<file path="config.mk">
export PLATFORM = sky130hd
export DESIGN_NAME = sfla_ram
export DESIGN_NICKNAME = d
export VERILOG_FILES = /design/src/design/sfla_ram.sv
export SDC_FILE = /design/constraint.sdc
export NUM_CORES = 1
export LEC_CHECK = 0
export ABC_AREA = 1
export BUFFER_PORTS_ARGS = -buffer_cell sky130_fd_sc_hd__buf_4
export CAP_MARGIN = 0
export CORE_ASPECT_RATIO = 1.4
export CORE_MARGIN = 3
export CORE_UTILIZATION = 50
export CTS_BUF_LIST = sky130_fd_sc_hd__clkbuf_8
export DETAILED_ROUTE_END_ITERATION = 6
export PLACE_DENSITY = 0.67
export SYNTH_ARGS = -nofsm -noshare
export SYNTH_HDL_FRONTEND = slang
export SYNTH_SLANG_ARGS = --single-unit
export TNS_END_PERCENT = 10
</file>
<file path="constraint.sdc">
create_clock -name i_clk -period 2.4 [get_ports i_clk]
set_input_delay 0.12 -clock i_clk [delete_from_list [all_inputs] [get_ports i_clk]]
set_output_delay 0.12 -clock i_clk [all_outputs]
set_load 0.02 [all_outputs]
</file>
<file path="src/design/sfla_ram.sv">
// Generic single-write, single-read RAM with a registered read port.
// Depends on nothing; used for the link store and the chunk owner store.
module sfla_ram #(
    parameter int WIDTH = 8,
    parameter int DEPTH = 16
) (
    input  logic                                         i_clk,
    input  logic                                         i_we,
    input  logic [((DEPTH > 1) ? $clog2(DEPTH) : 1)-1:0] i_waddr,
    input  logic [WIDTH-1:0]                             i_wdata,
    input  logic [((DEPTH > 1) ? $clog2(DEPTH) : 1)-1:0] i_raddr,
    output logic [WIDTH-1:0]                             o_rdata
);

    logic [WIDTH-1:0] r_mem [DEPTH];
    logic [WIDTH-1:0] r_rdata;

    always_ff @(posedge i_clk) begin
        if (i_we) begin
            r_mem[i_waddr] <= i_wdata;
        end
        r_rdata <= r_mem[i_raddr];
    end

    assign o_rdata = r_rdata;

endmodule

</file>
# --- After elaboration in Yosys (flattened, before gate mapping) ---
# Memory sizes are Yosys's and may differ from the RTL's. A register that Yosys moved wholly into a read port is not among the register bits.
# Index checks and enable logic that the tools add are counted.
classes:
  mux: 2
op_table:
  columns: ["cell", "n"]
  rows:
  - ["1-bit two-way mux", 2]
word_totals:
  register_bits: 0
  mem_bits_rw: 128
  input_bits: 18
  output_inout_bits: 8
  elab_cells: 3
  memories: 1
mem_list:
  columns: ["name", "depth", "word_bits", "read_ports", "rd_clocked_by_memory_dff", "write_ports", "line_no", "source"]
  rows:
  - ["r_mem", 16, 8, 1, 1, 1, "15", "logic [WIDTH-1:0] r_mem [DEPTH];"]

# --- Longest topological paths before layout ---
# Gate-level depths: netlist of run 1.
depth:
  word_depth: 2
  mapped_depth: 8
  ltp_nobuf: 7

# --- Worst setup path after synthesis of run 1 ---
# No wires, ideal clock.
synth_path:
  kind: "in2reg"
  startpoint: "input port i_waddr[2] in the netlist's numbering"
  endpoint: "memory r_mem[10][0] (enable)"
  setup_time_ps: 370
  t_arrival_ps: 701
  required_time_ps: 2030
  slack_ps: 1329
  cell_stages: 2
  path_buffers: 0
  cell_sequence: "nand3b_1 nor2_1"
synth_rtl:
  columns: ["element", "line_no", "source"]
  rows:
  - ["start: declaration", "9", "input logic [((DEPTH > 1) ? $clog2(DEPTH) : 1)-1:0] i_waddr,"]
  - ["end: declaration", "15", null]
# No word-level cell before the write port.

==> results of run 1 <==
## synthesized netlist by cell type
cell,number
nand2_1,173
edfxtp_1,128
inv_1,100
nand3_1,97
nor2_1,17
buf_2,13
dfxtp_1,8
buf_6,6
buf_4,4
inv_2,2
nand3b_1,2
buf_1,1
## final timing paths
path / startpoint / endpoint / slack (ns)
max reg2reg: r_mem[1][3] / o_rdata[3] / 1.35
min: i_wdata[5] / r_mem[13][5] / 0.03
min reg2reg: r_mem[12][5] / o_rdata[5] / 0.67
max: i_raddr[0] / o_rdata[3] / 1.33
## worst max-delay path, delay by kind of cell
family / cells / cell delay [ns]
buffers and inverters: 3 / 0.78
and+or+nand+nor: 5 / 0.47
## cell families (layout without fill, tap and decap cells)
family        count (synthesis)  after routing  share of synthesized area
buf+inv                     126            167                    0.09525
flops                       136            136                     0.6943
simple gates                289            289                     0.2105
## area by class of cell
class                           count  area [um^2]  share of cell area
Multi-Input combinational cell    289         1214              0.1877
Sequential cell                   136         4004              0.6192
Timing Repair Buffer               33        265.3             0.04102
Clock inverter                     12        148.9             0.02303
Clock buffer                       20        275.3             0.04257
Tap cell                          141        176.4             0.02728
Inverter                          102        382.9             0.05921
## per-layer routing
layer  up-vias  part of all wire  GRT usage  routed length [um]
met5         -                 0          0                   0
met4         0             0.012    0.06948                 144
met3        11             0.051    0.04536                 602
met2       103              0.53     0.3399                6306
met1      1728              0.40     0.2394                4798
li1       1824                 -          -                   -
## flip-flops by register name, summed over array words and instances (netlist names)
name	flops
o_rdata	8
r_mem	128
## power groups by stage
stage / clock [mW] / sequential [mW] / combinational [mW]
global route: 2.07 / 2.67 / 0.383
floorplan: 0 / 2.74 / 0.187
detailed placement: 0 / 2.72 / 0.342
finish: 1.94 / 2.67 / 0.343
CTS: 1.97 / 2.67 / 0.345
global placement: 0 / 2.72 / 0.336
## what timing repair did
item	4_1_cts	5_1_grt
hold buffers	2	0
endpoints found under the setup margin	0	0
hold endpoints to repair	6	0
## per-stage QoR
step	cells	utilization	setup WS, ns	total power, mW	hold slack (ns)
6_report	733	0.5859	1.334	4.950	0.03241
5_1_grt	733	0.5859	1.237	5.129	0.01936
2_1_floorplan	551	-	1.329	2.924	0.2189
3_3_place_gp	699	0.5457	0.8866	3.055	0.4571
4_1_cts	733	0.5859	1.320	4.986	0.005372
3_5_place_dp	699	0.5457	0.8584	3.062	0.4636
==> results.toml, run 1 <==
[synthesis]
synth.area.top_cells = "edfxtp_1, nand2_1, nand3_1"
synth_cells = 551
synth_top_cell_by_area = "edfxtp_1"
synth_top_area_share = 0.6665
seq_area_frac_synth = 0.6943
ys_types = 12
synth_area_per_cell_um2 = 10.47
ys_seq_elements = 136
syn-num-nets = 569
ys_warn_count = 0
synthesis.area_um2 = 5767

[layout]
final_common_cell = "nand2_1"
finalNetCount = 597
drive_gt1_frac = 0.1098
final_cell_mix = "nand2_1, edfxtp_1, inv_1"
final.fill_count = 949
syn_to_final_growth_pct = 12.13
antennaDiodeCount = 0
fin_area_um2 = 6466

[sta]
setup_viol = 0
post-route-min-period_ns = 1.066
tns_ns = 0
finalHoldViolCount = 0
worstMarginPinSlew_ns = 0.8075
slew_viol_final = 0
finalCritPeriodShare = 0.4441
slew-limit-headroom = 0.4597
fmax_mhz = 938.2
rsz0062_at_grt = "no"
finClkSkew_ns = 0.006371

[power]
power.switching_mw = 1.088
p_leak_nw = 2.786
power_frac_clock = 0.392
p_int_mw = 3.862
switching_share = 0.2198
powerDensity_nw_per_um2 = 765.5
pwr-share-seq = 0.539
vdd_drop_max_mv = 0.4936
combPwrFrac = 0.069

[critical_path]
cp-end-kind = "flop"
path_class = "in2reg"
cp_data_required_time_ns = 2.73
start_kind = "input port"
arrival_ns = 1.40
crit_chain = "buf_4 > inv_2 > buf_12 > nand2_1 > nand3_1 > nand3_1 > nand3_1 > nand2_1"
slowest_stage = "inv_2"
crit_fanout = 34
r2r_cells = 6
slowest_delay_ns = 0.41
crit_top_cell = "nand3_1"

[clocking]
post_cts_resized = 0
htree_levels = 4
clkTransAtPathRegs_ns = 0.07
cts_sinks = 136
cts-root-buf = "clkbuf_8"
insertion_delay_ns = 0.44
post_cts_buffers = 0
cts_tree = "built"
cts_buffer_depth = 2
numCtsBuffers = 17

[hold_path]
min-delay-path-class = "in2reg"
whs_path_depth = 1

[grt]
grt_max_degree = 65
track_usage = 0.1959
grt_pass1_wl_um = 18820
overflow = 0
grt_pass1_vias = 3600
antenna_found_initial = 0

[route]
vias_per_cell = 5.001
antenna_left = 0
firstDrtPassIters = 6
drc = 0
vias = 3666
wl_um = 11850
initialDrtViolationCount = 212
wl_per_cell_um = 16.17

[floorplan]
die_y_um = 133.1
io_pins = 26
start_util = 0.5226
chipWidth_um = 96.77
dieArea_um2 = 12880
core_area_um2 = 11040
core.rowCount = 45

[outcome]
run_status = "completed"

[placed_design]
dp_hpwl_um = 7209
routabilityCongestion = 0.8101
port_buffers = 25
placed_cell_area_um2 = 6022

[run]
maxCapViolations = 0
No activity file was read; power rests on OpenSTA's default activity.
==> inputs of run 2 (changes only) <==
Settings changed: PLACE_DENSITY 0.67 to 0.7.
Clock period 2.4 ns to 0.9 ns, I/O delays scaled along.
==> results.toml, run 2 (synthesized netlist as in run 1, its figures left out) <==
[grt]
grt_pass1_vias = 3903
met3_usage = 0.04378
grt_max_degree = 26
track_usage = 0.2105
grt.met1_usage = 0.2663
use_met2 = 0.3429
overflow = 0
grt_pass1_wl_um = 20460
antenna_found_initial = 0
gr-max-usage-layer = "met2"

[route]
initialDrtViolationCount = 320
antenna_left = 0
vias_per_cell = 5.114
firstDrtPassIters = 5
wl_um = 12730
wl_per_cell_um = 16.71
drc = 0
vias = 3897

[critical_path]
critPathTopFamily = "simple AND/OR/NAND/NOR gates"
rrSetupSlack_ns = -0.07
cp.buffers_inverters = 1
crit_fanout = 1
r2r_cells = 6
r2r_end = "o_rdata[4]"
path_class = "reg2reg"
arrival_ns = 1.30
cp-end-kind = "flop"
slowest_delay_ns = 0.39
crit_chain = "inv_2 > nand2_2 > nand3_2 > nand3_2 > nand3_4 > nand2_2"
reg2reg_from = "r_mem[1][4]"
cp_data_required_time_ns = 1.23
crit_start = "r_mem[1][4]"
slowest_stage = "edfxtp_1"
start_kind = "flop"

[sta]
worstMarginPinSlew_ns = 0.4371
holdWs_ns = 0.05060
finalHoldViolCount = 0
post-route-min-period_ns = 0.9680
slew-limit-headroom = 0.7083
slew_viol_final = 0
setup_viol = 16
rsz0062_at_grt = "yes"
layout_setup_ws_ns = -0.06799
finalCritPeriodShare = 1.076
fmax_mhz = 1033
finClkSkew_ns = 0.009352

[outcome]
run_status = "finished with violations"
violations = "negative setup slack"

[clocking]
cts-root-buf = "clkbuf_8"
cts_buffer_depth = 2
cts_tree = "built"
cts_sinks = 136
clkTransAtPathRegs_ns = 0.07
post_cts_buffers = 0
insertion_delay_ns = 0.44
numCtsBuffers = 17
htree_levels = 4

[floorplan]
chipWidth_um = 96.77
start_util = 0.5226
die_y_um = 133.1
io_pins = 26
core.rowCount = 45
dieArea_um2 = 12880
core_area_um2 = 11040

[layout]
drive_gt1_frac = 0.1948
regMostFlops = "r_mem"
fin_area_um2 = 6902
final_cell_mix = "nand2_1, edfxtp_1, inv_1"
final_core_util = 0.6254
largest_reg_flops = 128
syn_to_final_growth_pct = 19.68
antennaDiodeCount = 0
final_common_cell = "nand2_1"
finalNetCount = 627
final.fill_count = 890

[hold_path]
min_to = "o_rdata[3]"
min_from = "i_raddr[3]"
whs_path_depth = 4
min-delay-path-class = "in2reg"

[placed_design]
placed_cell_area_um2 = 6252
routabilityCongestion = 0.8051
port_buffers = 25
dp_hpwl_um = 8179

[power]
powerDensity_nw_per_um2 = 1890
vdd_drop_max_mv = 1.011
p_leak_nw = 3.018
power_mw = 13.04

[run]
maxCapViolations = 0
[run 2: cell count changes in the layout (fill, tap and decap cells not counted), sizes merged]
cell and change:
buf +24, clkbuf -3, clkinvlp -2, dlygate4sd3 +6
inv +4
[run 2: worst register-to-register path: cells and delay by family (launching register included)]
| kind | cells | cell delay (ns) |
|---|---|---|
| buffers and inverters | 1 | 0.07 |
| DFF | 1 | 0.39 |
| and+or+nand+nor | 5 | 0.41 |
[run 2: how the worst max path moves through the flow]
stage,to,slack [ns],cells past startpoint
2_1_floorplan,r_mem[4][0],-0.1,2
3_3_place_gp,o_rdata[6],-0.16,8
3_5_place_dp,o_rdata[6],-0.18,8
4_1_cts,o_rdata[7],-0.09,1
5_1_grt,o_rdata[4],-0.13,6
6_report,o_rdata[4],-0.07,6
[run 2: metrics by stage]
stage,worst slack [ns],TNS [ns],cells
4_1_cts,-0.09222,-0.7336,762
3_5_place_dp,-0.1836,-12.87,723
6_report,-0.06799,-0.6213,762
3_3_place_gp,-0.1608,-11.03,723
5_1_grt,-0.1348,-1.420,762
2_1_floorplan,-0.09584,-9.380,551
[run 2: layout make-up]
| class | instances | area [um^2] | area share |
|---|---|---|---|
| repair buffers | 63 | 585.6 | 0.08484 |
| well taps | 141 | 176.4 | 0.02556 |
| clock buffers | 17 | 234.0 | 0.03390 |
| inverters | 102 | 382.9 | 0.05547 |
| multi-input cells | 289 | 1366 | 0.1980 |
| flip-flops and latches | 136 | 4013 | 0.5814 |
| clock inverters | 14 | 143.9 | 0.02085 |
[run 2: power breakdown]
part	total, mW	internal (mW)	switching, mW
clock network	4.79	2.65	2.14
logic	1.12	0.419	0.697
registers	7.14	7.08	0.0562
[run 2: what timing repair did]
item / CTS / global route
resized for setup: 40 / 7
endpoints found under the setup margin: 16 / 16
pin swaps: 18 / 8
hold buffers: 8 / 0
hold endpoints to repair: 128 / 0
[run 2: routing by layer]
layer / vias up / routed length [um]
met4: 0 / 416
met2: 146 / 6324
met1: 1837 / 5241
met5: - / 0
li1: 1885 / -
met3: 29 / 749
==> inputs of run 3 (changes only) <==
Settings changed: MAX_ROUTING_LAYER from default to met4.
==> results.toml, run 3 (synthesized netlist as in run 1, its figures left out) <==
[clocking]
htree_levels = 4
clkTransAtPathRegs_ns = 0.07
numCtsBuffers = 17
cts_sinks = 136
insertion_delay_ns = 0.44
cts_buffer_depth = 2
cts_tree = "built"
cts-root-buf = "clkbuf_8"

[power]
combPwrFrac = 0.085
p_leak_nw = 3.018
switching_share = 0.2227
power_mw = 13.05
power.switching_mw = 2.907
p_int_mw = 10.15
vdd_drop_max_mv = 1.022
powerDensity_nw_per_um2 = 1891
pwr-share-seq = 0.547
power_frac_clock = 0.368

[route]
wl_um = 12780
vias = 3887
vias_per_cell = 5.101
wl_per_cell_um = 16.77
initialDrtViolationCount = 330
drc = 0
firstDrtPassIters = 5
antenna_left = 0

[sta]
slew-limit-headroom = 0.7043
setup_viol = 16
finClkSkew_ns = 0.008356
finalHoldViolCount = 0
rsz0062_at_grt = "yes"
fmax_mhz = 1020
finalCritPeriodShare = 1.089
worstMarginPinSlew_ns = 0.4430
post-route-min-period_ns = 0.9799
slew_viol_final = 0
layout_setup_ws_ns = -0.07993
holdWs_ns = 0.04443

[critical_path]
start_kind = "flop"
arrival_ns = 1.31
path_class = "reg2reg"
cp_data_required_time_ns = 1.23
cp-end-kind = "flop"
crit_fanout = 1

[hold_path]
min-delay-path-class = "in2reg"

[layout]
final_common_cell = "nand2_1"
antennaDiodeCount = 0
final_cell_mix = "nand2_1, edfxtp_1, inv_1"
syn_to_final_growth_pct = 19.68
regMostFlops = "r_mem"
drive_gt1_frac = 0.1948
finalNetCount = 627
largest_reg_flops = 128

[floorplan]
chipWidth_um = 96.77
core.rowCount = 45
dieArea_um2 = 12880
start_util = 0.5226
io_pins = 26
die_y_um = 133.1
core_area_um2 = 11040

[grt]
grt_pass1_wl_um = 20480
use_met2 = 0.3433
track_usage = 0.2171
gr-max-usage-layer = "met2"
overflow = 0
grt_max_degree = 26
grt_pass1_vias = 3916
met3_usage = 0.03745
grt.met1_usage = 0.2667
antenna_found_initial = 0

[placed_design]
place_worst_setup_slack_ns = -0.1836
routabilityCongestion = 0.8168
dp_hpwl_um = 8179
port_buffers = 25

[outcome]
run_status = "finished with violations"
violations = "negative setup slack"

[run]
maxCapViolations = 0
[run 3: area by class of cell]
class	count	area (um^2)
sequential	136	4013
clock buffer	17	234.0
inverter	102	382.9
timing repair buffer	63	585.6
multi-input combinational	289	1366
clock inverter	14	143.9
fill	890	4134
tap	141	176.4
[run 3: metal layers]
layer / share of wire / routed length, um
met1: 0.42 / 5332
met2: 0.50 / 6345
met3: 0.052 / 670
met4: 0.033 / 427
met5: 0 / 0
[run 3: path summary, 6_finish.rpt]
path	slack, ns	start	to	depth (start not counted)
hold reg to reg	0.67	r_mem[10][3]	o_rdata[3]	6
setup reg to reg	-0.08	r_mem[3][7]	o_rdata[7]	6
setup / recovery	-0.08	r_mem[3][7]	o_rdata[7]	6
hold / removal	0.04	i_raddr[3]	o_rdata[3]	4
[run 3: metrics by stage]
stage               TNS (ns)  std cells  instance area, um^2    util
floorplan             -9.380        551                 5767       -
global placement      -11.03        723                 6252  0.5666
detailed placement    -12.87        723                 6252  0.5666
CTS                  -0.7336        762                 6872  0.6227
global route          -1.400        762                 6902  0.6254
finish               -0.6631        762                 6902  0.6254
[run 3: timing repair]
action                     in CTS  in global routing
hold endpoints to repair      128                  0
gates resized for setup        40                  7
hold buffers                    8                  0
gates cloned                    0                  0
buffers inserted                0                  0
setup endpoints to repair      16                 16
pin swaps                      18                  9
[run 3: power by group through the flow]
stage	clock network (mW)	logic, mW	registers [mW]
2_1_floorplan	0	0.500	7.30
3_3_place_gp	0	0.971	7.26
3_5_place_dp	0	0.998	7.26
6_report	4.80	1.12	7.14
5_1_grt	5.12	1.23	7.15
4_1_cts	4.85	1.10	7.14
[run 3: critical path: stages (launching register included)]
cell and delay, ns:
edfxtp_1 0.38, inv_1 0.07, nand2_1 0.05, nand3_1 0.10, nand3_2 0.10, nand3_2 0.10, nand2_1 0.07
